### src/sv/tle_pkg.sv
// shared types, sizes and byte codes of the terminal line editor
`default_nettype none
package tle_pkg;

    // sizes
    localparam int LINE_BYTES    = 16;
    localparam int HISTORY_DEPTH = 4;
    localparam int LEN_W         = $clog2(LINE_BYTES);
    localparam int HIST_W        = (HISTORY_DEPTH > 1) ? $clog2(HISTORY_DEPTH) : 1;
    localparam int CNT_W         = $clog2(HISTORY_DEPTH + 1);
    localparam int CMDQ_DEPTH    = 2;
    localparam int CMDQ_PTR_W    = $clog2(CMDQ_DEPTH);
    localparam int CMDQ_CNT_W    = $clog2(CMDQ_DEPTH + 1);

    // terminal byte codes
    localparam logic [7:0] BYTE_ESC   = 8'h1B;
    localparam logic [7:0] BYTE_BS    = 8'h08;
    localparam logic [7:0] BYTE_DEL   = 8'h7F;
    localparam logic [7:0] BYTE_SPACE = 8'h20;
    localparam logic [7:0] BYTE_CR    = 8'h0D;
    localparam logic [7:0] BYTE_LF    = 8'h0A;
    localparam logic [7:0] BYTE_LBRK  = 8'h5B;
    localparam logic [7:0] BYTE_UP    = 8'h41;
    localparam logic [7:0] BYTE_DOWN  = 8'h42;

    // result kinds
    typedef logic [1:0] t_kind;
    localparam t_kind KIND_ECHO = 2'd0;
    localparam t_kind KIND_LINE = 2'd1;
    localparam t_kind KIND_END  = 2'd2;

    // editing commands passed from front to back
    typedef enum logic [2:0] {
        OP_CHAR,
        OP_BS,
        OP_ENTER,
        OP_UP,
        OP_DOWN
    } t_op;

    typedef struct packed {
        t_op        op;
        logic [7:0] data;
    } t_cmd;

    // queue status seen by both sides
    typedef struct packed {
        logic empty;
        logic full;
    } t_q_status;

endpackage
`default_nettype wire

### src/sv/terminal_line_editor.sv
// terminal line editor with history: top level
// results: at most one per cycle, and none while the output is stalled
// a recall of n bytes over an m byte line emits three erase results per line byte, then n echoes,
//   all from the back sequencer
// a two-entry command queue lets bytes be taken while results are still draining
// reset: synchronous active low, clears edit length, escape phase and history count;
//   line and history stores are not cleared, only written entries are read
`default_nettype none
module terminal_line_editor (
    input  wire         i_clk,
    input  wire         i_rst_n,
    // received byte stream
    input  wire         s_axis_tvalid,
    output logic        s_axis_tready,
    input  wire  [7:0]  s_axis_tdata,   // [7:0] rx_byte
    // result stream
    output logic        m_axis_tvalid,
    input  wire         m_axis_tready,
    output logic [7:0]  m_axis_tdata,   // [7:0] out_byte
    output logic [1:0]  m_axis_tuser,   // [1:0] out_kind
    output logic        m_axis_tlast    // last result of one received byte
);
    import tle_pkg::*;

    // command path from the classifier to the sequencer
    logic      push;
    t_cmd      push_cmd;
    logic      pop;
    t_cmd      head_cmd;
    t_q_status q_status;

    // front: escape decoding, drops bytes that carry no command
    tle_front u_front (
        .i_clk         (i_clk),
        .i_rst_n       (i_rst_n),
        .s_axis_tvalid (s_axis_tvalid),
        .s_axis_tready (s_axis_tready),
        .s_axis_tdata  (s_axis_tdata),
        .i_q_status    (q_status),
        .o_push        (push),
        .o_cmd         (push_cmd)
    );

    // queue decouples byte intake from result emission
    tle_cmdq u_cmdq (
        .i_clk    (i_clk),
        .i_rst_n  (i_rst_n),
        .i_push   (push),
        .i_cmd    (push_cmd),
        .i_pop    (pop),
        .o_head   (head_cmd),
        .o_status (q_status)
    );

    // back: edit line, history ring, result register
    tle_back u_back (
        .i_clk         (i_clk),
        .i_rst_n       (i_rst_n),
        .i_cmd         (head_cmd),
        .i_q_status    (q_status),
        .o_pop         (pop),
        .m_axis_tvalid (m_axis_tvalid),
        .m_axis_tready (m_axis_tready),
        .m_axis_tdata  (m_axis_tdata),
        .m_axis_tuser  (m_axis_tuser),
        .m_axis_tlast  (m_axis_tlast)
    );

endmodule
`default_nettype wire

### src/sv/tle_front.sv
// input side: escape decoding and command classification
`default_nettype none
module tle_front (
    input  wire                      i_clk,
    input  wire                      i_rst_n,
    input  wire                      s_axis_tvalid,
    output logic                     s_axis_tready,
    input  wire  [7:0]               s_axis_tdata,   // [7:0] rx_byte
    input  wire  tle_pkg::t_q_status i_q_status,
    output logic                     o_push,
    output tle_pkg::t_cmd            o_cmd
);
    import tle_pkg::*;

    typedef enum logic [1:0] {
        ESC_IDLE,
        ESC_SEEN,
        ESC_CSI
    } t_esc_state;

    t_esc_state r_esc;
    logic       accept;

    assign s_axis_tready = !i_q_status.full;
    assign accept        = s_axis_tvalid && s_axis_tready;

    // classification of the byte under the current escape phase
    always_comb begin
        o_push       = 1'b0;
        o_cmd.op     = OP_CHAR;
        o_cmd.data   = s_axis_tdata;
        case (r_esc)
            ESC_SEEN: begin
                o_push = 1'b0;
            end
            ESC_CSI: begin
                if (s_axis_tdata == BYTE_UP) begin
                    o_push   = accept;
                    o_cmd.op = OP_UP;
                end else if (s_axis_tdata == BYTE_DOWN) begin
                    o_push   = accept;
                    o_cmd.op = OP_DOWN;
                end
            end
            default: begin
                if (s_axis_tdata == BYTE_ESC) begin
                    o_push = 1'b0;
                end else if (s_axis_tdata == BYTE_CR || s_axis_tdata == BYTE_LF) begin
                    o_push   = accept;
                    o_cmd.op = OP_ENTER;
                end else if (s_axis_tdata == BYTE_BS || s_axis_tdata == BYTE_DEL) begin
                    o_push   = accept;
                    o_cmd.op = OP_BS;
                end else begin
                    o_push   = accept;
                    o_cmd.op = OP_CHAR;
                end
            end
        endcase
    end

    always_ff @(posedge i_clk) begin
        if (!i_rst_n) begin
            r_esc <= ESC_IDLE;
        end else if (accept) begin
            case (r_esc)
                ESC_SEEN: begin
                    r_esc <= (s_axis_tdata == BYTE_LBRK) ? ESC_CSI : ESC_IDLE;
                end
                ESC_CSI: begin
                    r_esc <= ESC_IDLE;
                end
                default: begin
                    r_esc <= (s_axis_tdata == BYTE_ESC) ? ESC_SEEN : ESC_IDLE;
                end
            endcase
        end
    end

endmodule
`default_nettype wire

### src/sv/tle_cmdq.sv
// short command queue between front and back
`default_nettype none
module tle_cmdq (
    input  wire                 i_clk,
    input  wire                 i_rst_n,
    input  wire                 i_push,
    input  wire tle_pkg::t_cmd  i_cmd,
    input  wire                 i_pop,
    output tle_pkg::t_cmd       o_head,
    output tle_pkg::t_q_status  o_status
);
    import tle_pkg::*;

    t_cmd                  r_slots [CMDQ_DEPTH];
    logic [CMDQ_PTR_W-1:0] r_wr_ptr;
    logic [CMDQ_PTR_W-1:0] r_rd_ptr;
    logic [CMDQ_CNT_W-1:0] r_count;
    logic                  do_push;
    logic                  do_pop;

    assign o_status.empty = (r_count == '0);
    assign o_status.full  = (r_count == CMDQ_CNT_W'(CMDQ_DEPTH));
    assign o_head         = r_slots[r_rd_ptr];
    assign do_push        = i_push && !o_status.full;
    assign do_pop         = i_pop && !o_status.empty;

    always_ff @(posedge i_clk) begin
        if (do_push) begin
            r_slots[r_wr_ptr] <= i_cmd;
        end
    end

    always_ff @(posedge i_clk) begin
        if (!i_rst_n) begin
            r_wr_ptr <= '0;
            r_rd_ptr <= '0;
            r_count  <= '0;
        end else begin
            if (do_push) begin
                r_wr_ptr <= (r_wr_ptr == CMDQ_PTR_W'(CMDQ_DEPTH - 1)) ? '0 : r_wr_ptr + 1'b1;
            end
            if (do_pop) begin
                r_rd_ptr <= (r_rd_ptr == CMDQ_PTR_W'(CMDQ_DEPTH - 1)) ? '0 : r_rd_ptr + 1'b1;
            end
            case ({do_push, do_pop})
                2'b10:   r_count <= r_count + 1'b1;
                2'b01:   r_count <= r_count - 1'b1;
                default: r_count <= r_count;
            endcase
        end
    end

    a_no_push_when_full: assert property (@(posedge i_clk) disable iff (!i_rst_n)
        i_push |-> !o_status.full)
        else $error("command pushed into a full queue");

endmodule
`default_nettype wire

### src/sv/tle_back.sv
// output side: edit line, history ring and result sequencer
`default_nettype none
module tle_back (
    input  wire                      i_clk,
    input  wire                      i_rst_n,
    input  wire  tle_pkg::t_cmd      i_cmd,
    input  wire  tle_pkg::t_q_status i_q_status,
    output logic                     o_pop,
    output logic                     m_axis_tvalid,
    input  wire                      m_axis_tready,
    output logic [7:0]               m_axis_tdata,   // [7:0] out_byte
    output logic [1:0]               m_axis_tuser,   // [1:0] out_kind
    output logic                     m_axis_tlast    // last
);
    import tle_pkg::*;

    typedef enum logic [2:0] {
        ST_IDLE,
        ST_CHAR,
        ST_BS,
        ST_ERASE,
        ST_RECALL,
        ST_CRLF,
        ST_LINE,
        ST_END
    } t_state;

    t_state            r_state;
    logic              r_out_valid;
    logic              n_out_valid;
    t_kind             r_out_kind;
    logic [7:0]        r_out_byte;
    logic              r_out_last;

    logic [7:0]        r_line [LINE_BYTES];
    logic [LEN_W-1:0]  r_len;
    logic [LEN_W-1:0]  r_fin_len;
    logic [LEN_W-1:0]  r_rc_len;
    logic [HIST_W-1:0] r_rc_slot;
    logic [LEN_W-1:0]  r_idx;
    logic [1:0]        r_phase;
    logic [7:0]        r_byte;

    logic [7:0]        r_hist_mem [HISTORY_DEPTH][LINE_BYTES];
    logic [LEN_W-1:0]  r_hist_len [HISTORY_DEPTH];
    logic [7:0]        r_rd_data;
    logic [HIST_W-1:0] r_wslot;
    logic [CNT_W-1:0]  r_count;
    logic [HIST_W-1:0] r_off;
    logic              r_active;

    logic              adv;
    logic [HIST_W-1:0] off_new;
    logic [HIST_W:0]   slot_sum;
    logic [HIST_W-1:0] slot_calc;
    logic              up_ok;
    logic [HIST_W-1:0] rd_slot;
    logic [LEN_W-1:0]  rd_idx;
    logic              hist_we;
    logic [7:0]        erase_byte;

    assign adv           = !r_out_valid || m_axis_tready;
    assign o_pop         = (r_state == ST_IDLE) && !i_q_status.empty;
    assign m_axis_tvalid = r_out_valid;
    assign m_axis_tdata  = r_out_byte;
    assign m_axis_tuser  = r_out_kind;
    assign m_axis_tlast  = r_out_last;
    assign erase_byte    = (r_phase == 2'd1) ? BYTE_SPACE : BYTE_BS;

    // output valid: states that emit load a result whenever the register frees up
    always_comb begin
        case (r_state)
            ST_CHAR, ST_BS, ST_RECALL, ST_CRLF, ST_LINE, ST_END: begin
                n_out_valid = adv ? 1'b1 : r_out_valid;
            end
            ST_ERASE: begin
                n_out_valid = adv ? (r_len != '0) : r_out_valid;
            end
            default: begin
                n_out_valid = adv ? 1'b0 : r_out_valid;
            end
        endcase
    end

    // offset after this browse step and the ring slot it points at
    assign up_ok = (r_count != '0) &&
                   (!r_active || ((CNT_W'(r_off) + 1'b1) < r_count));
    always_comb begin
        if (i_cmd.op == OP_UP) begin
            off_new = r_active ? r_off + 1'b1 : '0;
        end else begin
            off_new = r_off - 1'b1;
        end
        slot_sum = {1'b0, r_wslot} + (HIST_W + 1)'(HISTORY_DEPTH - 1) - {1'b0, off_new};
        if (slot_sum >= (HIST_W + 1)'(HISTORY_DEPTH)) begin
            slot_calc = HIST_W'(slot_sum - (HIST_W + 1)'(HISTORY_DEPTH));
        end else begin
            slot_calc = HIST_W'(slot_sum);
        end
    end

    // history read address runs one step ahead of the recall index
    always_comb begin
        rd_slot = (r_state == ST_IDLE) ? slot_calc : r_rc_slot;
        if (r_state == ST_RECALL) begin
            rd_idx = adv ? r_idx + 1'b1 : r_idx;
        end else begin
            rd_idx = '0;
        end
    end

    assign hist_we = (r_state == ST_LINE) && adv;

    always_ff @(posedge i_clk) begin
        if (hist_we) begin
            r_hist_mem[r_wslot][r_idx] <= r_line[r_idx];
        end
        r_rd_data <= r_hist_mem[rd_slot][rd_idx];
    end

    always_ff @(posedge i_clk) begin
        if (!i_rst_n) begin
            r_state     <= ST_IDLE;
            r_out_valid <= 1'b0;
            r_len       <= '0;
            r_wslot     <= '0;
            r_count     <= '0;
            r_off       <= '0;
            r_active    <= 1'b0;
            r_phase     <= '0;
            r_idx       <= '0;
        end else begin
            r_out_valid <= n_out_valid;
            case (r_state)
                ST_IDLE: begin
                    r_phase <= '0;
                    r_idx   <= '0;
                    if (!i_q_status.empty) begin
                        case (i_cmd.op)
                            OP_CHAR: begin
                                if (r_len < LEN_W'(LINE_BYTES - 1)) begin
                                    r_line[r_len] <= i_cmd.data;
                                    r_len         <= r_len + 1'b1;
                                    r_byte        <= i_cmd.data;
                                    r_state       <= ST_CHAR;
                                end
                            end
                            OP_BS: begin
                                if (r_len != '0) begin
                                    r_len   <= r_len - 1'b1;
                                    r_state <= ST_BS;
                                end
                            end
                            OP_ENTER: begin
                                r_fin_len <= r_len;
                                r_len     <= '0;
                                r_state   <= ST_CRLF;
                            end
                            OP_UP: begin
                                if (up_ok) begin
                                    r_active  <= 1'b1;
                                    r_off     <= off_new;
                                    r_rc_slot <= slot_calc;
                                    r_rc_len  <= r_hist_len[slot_calc];
                                    r_state   <= ST_ERASE;
                                end
                            end
                            OP_DOWN: begin
                                if (r_active) begin
                                    if (r_off == '0) begin
                                        // past the newest line: erase only
                                        r_active <= 1'b0;
                                        r_rc_len <= '0;
                                    end else begin
                                        r_off     <= off_new;
                                        r_rc_slot <= slot_calc;
                                        r_rc_len  <= r_hist_len[slot_calc];
                                    end
                                    r_state <= ST_ERASE;
                                end
                            end
                            default: begin
                                r_state <= ST_IDLE;
                            end
                        endcase
                    end
                end
                ST_CHAR: begin
                    if (adv) begin
                        r_out_kind  <= KIND_ECHO;
                        r_out_byte  <= r_byte;
                        r_out_last  <= 1'b1;
                        r_state     <= ST_IDLE;
                    end
                end
                ST_BS: begin
                    if (adv) begin
                        r_out_kind  <= KIND_ECHO;
                        r_out_byte  <= erase_byte;
                        r_out_last  <= (r_phase == 2'd2);
                        if (r_phase == 2'd2) begin
                            r_state <= ST_IDLE;
                        end else begin
                            r_phase <= r_phase + 1'b1;
                        end
                    end
                end
                ST_ERASE: begin
                    if (r_len == '0) begin
                        r_state <= (r_rc_len != '0) ? ST_RECALL : ST_IDLE;
                    end else if (adv) begin
                        r_out_kind  <= KIND_ECHO;
                        r_out_byte  <= erase_byte;
                        r_out_last  <= (r_phase == 2'd2) && (r_len == LEN_W'(1)) &&
                                       (r_rc_len == '0);
                        if (r_phase == 2'd2) begin
                            r_phase <= '0;
                            r_len   <= r_len - 1'b1;
                        end else begin
                            r_phase <= r_phase + 1'b1;
                        end
                    end
                end
                ST_RECALL: begin
                    if (adv) begin
                        r_out_kind    <= KIND_ECHO;
                        r_out_byte    <= r_rd_data;
                        r_out_last    <= (r_idx == r_rc_len - 1'b1);
                        r_line[r_idx] <= r_rd_data;
                        if (r_idx == r_rc_len - 1'b1) begin
                            r_len   <= r_rc_len;
                            r_state <= ST_IDLE;
                        end else begin
                            r_idx <= r_idx + 1'b1;
                        end
                    end
                end
                ST_CRLF: begin
                    if (adv) begin
                        r_out_kind  <= KIND_ECHO;
                        r_out_byte  <= (r_phase == 2'd0) ? BYTE_CR : BYTE_LF;
                        r_out_last  <= (r_phase != 2'd0) && (r_fin_len == '0);
                        if (r_phase == 2'd0) begin
                            r_phase <= 2'd1;
                        end else begin
                            r_idx   <= '0;
                            r_state <= (r_fin_len != '0) ? ST_LINE : ST_IDLE;
                        end
                    end
                end
                ST_LINE: begin
                    if (adv) begin
                        r_out_kind  <= KIND_LINE;
                        r_out_byte  <= r_line[r_idx];
                        r_out_last  <= 1'b0;
                        if (r_idx == r_fin_len - 1'b1) begin
                            r_state <= ST_END;
                        end else begin
                            r_idx <= r_idx + 1'b1;
                        end
                    end
                end
                ST_END: begin
                    if (adv) begin
                        r_out_kind          <= KIND_END;
                        r_out_byte          <= '0;
                        r_out_last          <= 1'b1;
                        r_hist_len[r_wslot] <= r_fin_len;
                        r_wslot             <= (r_wslot == HIST_W'(HISTORY_DEPTH - 1)) ?
                                               '0 : r_wslot + 1'b1;
                        if (r_count != CNT_W'(HISTORY_DEPTH)) begin
                            r_count <= r_count + 1'b1;
                        end
                        r_active <= 1'b0;
                        r_off    <= '0;
                        r_state  <= ST_IDLE;
                    end
                end
                default: begin
                    r_state <= ST_IDLE;
                end
            endcase
        end
    end

    a_end_is_last: assert property (@(posedge i_clk) disable iff (!i_rst_n)
        (r_out_valid && r_out_kind == KIND_END) |-> r_out_last)
        else $error("end marker not flagged as last");

    a_browse_in_range: assert property (@(posedge i_clk) disable iff (!i_rst_n)
        r_active |-> (CNT_W'(r_off) < r_count))
        else $error("browse offset beyond saved lines");

    a_end_stores_line: assert property (@(posedge i_clk) disable iff (!i_rst_n)
        (r_state == ST_END && adv) |=> (r_state == ST_IDLE && r_count != '0 && !r_active))
        else $error("finished line not stored");

endmodule
`default_nettype wire

### config.mk
export PLATFORM = sky130hd
export DESIGN_NAME = terminal_line_editor
export DESIGN_NICKNAME = d
export VERILOG_FILES = /design/src/sv/tle_pkg.sv /design/src/sv/terminal_line_editor.sv /design/src/sv/tle_front.sv /design/src/sv/tle_cmdq.sv /design/src/sv/tle_back.sv
export SDC_FILE = /design/constraint.sdc
export NUM_CORES = 1
export LEC_CHECK = 0
export BUFFER_PORTS_ARGS = -buffer_cell sky130_fd_sc_hd__buf_2
export CAP_MARGIN = 25
export CORE_MARGIN = 3
export CORE_UTILIZATION = 48
export CTS_CLUSTER_DIAMETER = 200
export DETAILED_ROUTE_END_ITERATION = 8
export SLEW_MARGIN = 10
export SYNTH_ARGS = -nofsm -noshare
export SYNTH_HDL_FRONTEND = slang
export SYNTH_SLANG_ARGS = --single-unit
export TNS_END_PERCENT = 50
### constraint.sdc
create_clock -name i_clk -period 5.8 [get_ports i_clk]
set_input_delay 0.29 -clock i_clk [delete_from_list [all_inputs] [get_ports i_clk]]
set_output_delay 0.29 -clock i_clk [all_outputs]
set_load 0.1 [all_outputs]
==> impl_metrics.env <==
export IMPL_gp_congestion=0.896
export IMPL_place_area_um2=32400
export IMPL_wl_mm=82.2
export IMPL_cts_tree="built"
export IMPL_fin_crit_ns=4.64
export IMPL_synth_edf_count=707
export IMPL_busiest_layer="met2"
export IMPL_synth_top_area_frac=0.675
export IMPL_crit_chain="and4b_1 > a211oi_2 > o221ai_1 > o221a_4 > buf_12 > a21oi_1 > a221oi_1 > nor3_1 > or4b_1 > a2bb2oi_1"
export IMPL_synthesis_area_um2=31400
export IMPL_power_switching_mw=5.59
export IMPL_syn_avg_cell_area_um2=14.2
export IMPL_cp_required_ns=6.32
export IMPL_syn_to_final_growth_pct=12.2
export IMPL_grt_overflow_total=0
export IMPL_cp_start_kind="flip-flop"
export IMPL_sw_frac_of_total=0.335
export IMPL_wl_per_cell_um=26.2
export IMPL_cts_buffer_depth=3
export IMPL_ant_nets=0
export IMPL_num_rows=93
export IMPL_clock_skew_ns=0.0314
export IMPL_synth_commonest_cells="edfxtp_1, nand2_1, a21oi_1"
export IMPL_slowest_delay_ns=0.81
export IMPL_port_buffers=24
export IMPL_yosysMostFrequentCell="edfxtp_1"
export IMPL_hold_violations=0
export IMPL_drive_gt1_frac=0.127
export IMPL_clk_pin_slew_ns=0.06
export IMPL_insertion_delay_ns=0.63
export IMPL_synthTopCellsByArea="edfxtp_1, mux4_2, nand2_1"
export IMPL_p_leak_nw=11.5
export IMPL_synth_top_area_cell="edfxtp_1"
export IMPL_vias_per_cell=6.18
export IMPL_critPathArrivalTime_ns=5.16
export IMPL_io_pins=25
export IMPL_vdd_ir_drop_max_v=0.000289
export IMPL_ff_latch_area_um2=22100
export IMPL_die_w_um=262
export IMPL_combPwrFrac=0.286
export IMPL_critPathTopFamily="compound AO/OA/AOI/OAI gates"
export IMPL_antenna_cells=0
export IMPL_p_clk_frac=0.319
export IMPL_first_global_vias=19000
export IMPL_grt_pass1_wl_mm=123
export IMPL_fill_cells=5209
export IMPL_stdcell_count=3140
export IMPL_synth_seq_area_share=0.701
export IMPL_slew_violations=0
export IMPL_rsz0062_at_grt="no"
export IMPL_drc=0
export IMPL_yosysUniqueCellTypes=80
export IMPL_whs_ns=0.114
export IMPL_vias=19400
export IMPL_final_area_um2=35300
export IMPL_worst_r2r_setup_slack_ns=1.16
export IMPL_yosysWarnings=0
export IMPL_cts_resized=0
export IMPL_ys_seq_elements=748
export IMPL_syn_nets=2251
export IMPL_end_kind="flip-flop"
export IMPL_synth_cells=2209
export IMPL_htreeDepth=3
export IMPL_start_util=0.487
export IMPL_fin_setup_tns_ns=0
export IMPL_path_buf_inv=1
export IMPL_die_height_um=262
export IMPL_clock_sinks=748
export IMPL_p_int_mw=11.1
export IMPL_multiInputGateArea_um2=8690
export IMPL_pre_cts_ws_ns=1.28
export IMPL_antenna_found_initial=0
export IMPL_met3_usage=0.0394
export IMPL_grtUsageTotal=0.242
export IMPL_met2_usage=0.372
export IMPL_cp_slowest_cell="dfxtp_1"
export IMPL_crit_path_max_fanout=69
export IMPL_firstDrtPassIters=6
export IMPL_fp_dieArea_um2=68600
export IMPL_async_flop_share=0
export IMPL_dp_cells=2989
export IMPL_p_seq_frac=0.395
export IMPL_timing_final_ws_setup_ns=1.16
export IMPL_powerDensity_nw_per_um2=473
export IMPL_dp_hpwl_mm=51.2
export IMPL_clock_root_buffer="clkbuf_16"
export IMPL_hp_class="input port to flip-flop"
export IMPL_met1_usage=0.362
export IMPL_maxCapViolCount=0
export IMPL_grt_max_degree=70
export IMPL_cts_buffers=78
export IMPL_post_cts_setup_buffers=0
export IMPL_path_class="flip-flop to flip-flop"
export IMPL_status="finished clean"
export IMPL_fin_nets=2265
export IMPL_drtIter0Drc=2169
export IMPL_worst_pin_slew_ns=1.06
export IMPL_fmax_mhz=215
export IMPL_fin_crit_sh=0.800
export IMPL_synthFlopType="edfxtp_1"
export IMPL_setup_viol=0
export IMPL_coreArea_um2=64600
export IMPL_slew_headroom=0.291
==> cells in the final DEF (no fill, tap or decap), types with 8 or more instances in the layout <==
cell	count
a21boi_0	15
bufinv_16	14
xnor2_1	20
nor2_1	108
o21ai_0	38
clkbuf_1	14
nand3_1	55
nor3_1	28
clkinv_2	9
dlygate4sd3_1	8
a21oi_1	113
mux2_2	26
ha_1	29
a221oi_1	33
inv_1	30
clkbuf_16	81
edfxtp_1	707
a311oi_1	22
dfxtp_1	40
nor4_1	10
nand2b_1	16
o32a_1	11
mux2i_1	11
a2111oi_0	8
mux4_2	56
a211oi_1	68
and3_1	56
clkinv_1	9
nand4_1	9
and2_1	75
buf_4	37
o22ai_1	14
a31oi_1	49
buf_2	24
nand2_1	301
a22oi_1	24
==> routing by layer <==
layer  wire, um  share of wire
met4       1760          0.021
met2      38100           0.46
met1      36300           0.44
met5          0              0
met3       5990          0.073
==> final timing paths <==
check                                 startpoint                        endpoint  cells past startpoint
setup reg to reg                       flip-flop     u_back.r_rd_data[4]$_DFF_P_                     10
hold / removal                     s_axis_tvalid   u_front.r_esc[1]$_SDFFE_PN0N_                      4
hold reg to reg   u_back.r_count[1]$_SDFFE_PN0P_  u_back.r_count[1]$_SDFFE_PN0P_                      2
setup / recovery                       flip-flop     u_back.r_rd_data[4]$_DFF_P_                     10
==> what timing repair did <==
item | 4_1_cts | 5_1_grt
hold buffers | 8 | 0
hold endpoints to repair | 16 | 0
setup endpoints to repair | 0 | 0
==> kinds of logic after synthesis <==
kind of cell | share of synthesized area
DFF | 0.701
and+or+nand+nor | 0.104
AOI/OAI and AO/OA | 0.0972
buffers and inverters | 0.0244
muxes | 0.0538
adders and majority gates | 0.0122
xor gates and xnor gates | 0.00669
==> metrics by stage <==
stage	power, mW	utilization
global route	17.4	0.546
detailed placement	11.4	0.502
global placement	11.3	0.502
floorplan	9.85	-
CTS	16.8	0.546
finish	16.7	0.546
==> power groups by stage <==
stage / Combinational, mW / Sequential (mW) / Clock [mW]
after floorplan: 3.13 / 6.72 / 0
after global placement: 4.63 / 6.70 / 0
after detailed placement: 4.73 / 6.70 / 0
after CTS: 4.75 / 6.59 / 5.41
after global routing: 5.17 / 6.60 / 5.62
final: 4.78 / 6.59 / 5.33
==> state kept, by name (all words and copies together), names as in the netlist, 3 cells and up, named ones only <==
register             cells
u_back.r_hist_mem      512
u_back.r_count           3
u_back.r_idx             4
u_back.r_len             4
u_back.r_rd_data         8
u_back.r_line          128
u_back.r_hist_len       16
u_back.m_axis_tdata      8
u_back.r_rc_len          4
u_back.r_byte            8
u_cmdq.r_slots          22
u_back.r_state           3
u_back.r_fin_len         4
==> tightest hold or removal path: cells and delay by family <==
family | cells | cell delay, ns
buffers and inverters | 1 | 0.10
AOI/OAI and AO/OA | 1 | 0.09
and+or+nand+nor | 2 | 0.21
==> cell type report <==
class                   instances  share of cell area
well taps                     855              0.0303
inverters                      31             0.00330
multi-input cells            1289               0.246
clock inverters                43              0.0172
flip-flops and latches        748               0.625
clock buffers                  99              0.0605
repair buffers                 75              0.0170
No activity file was read; power rests on OpenSTA's default activity.
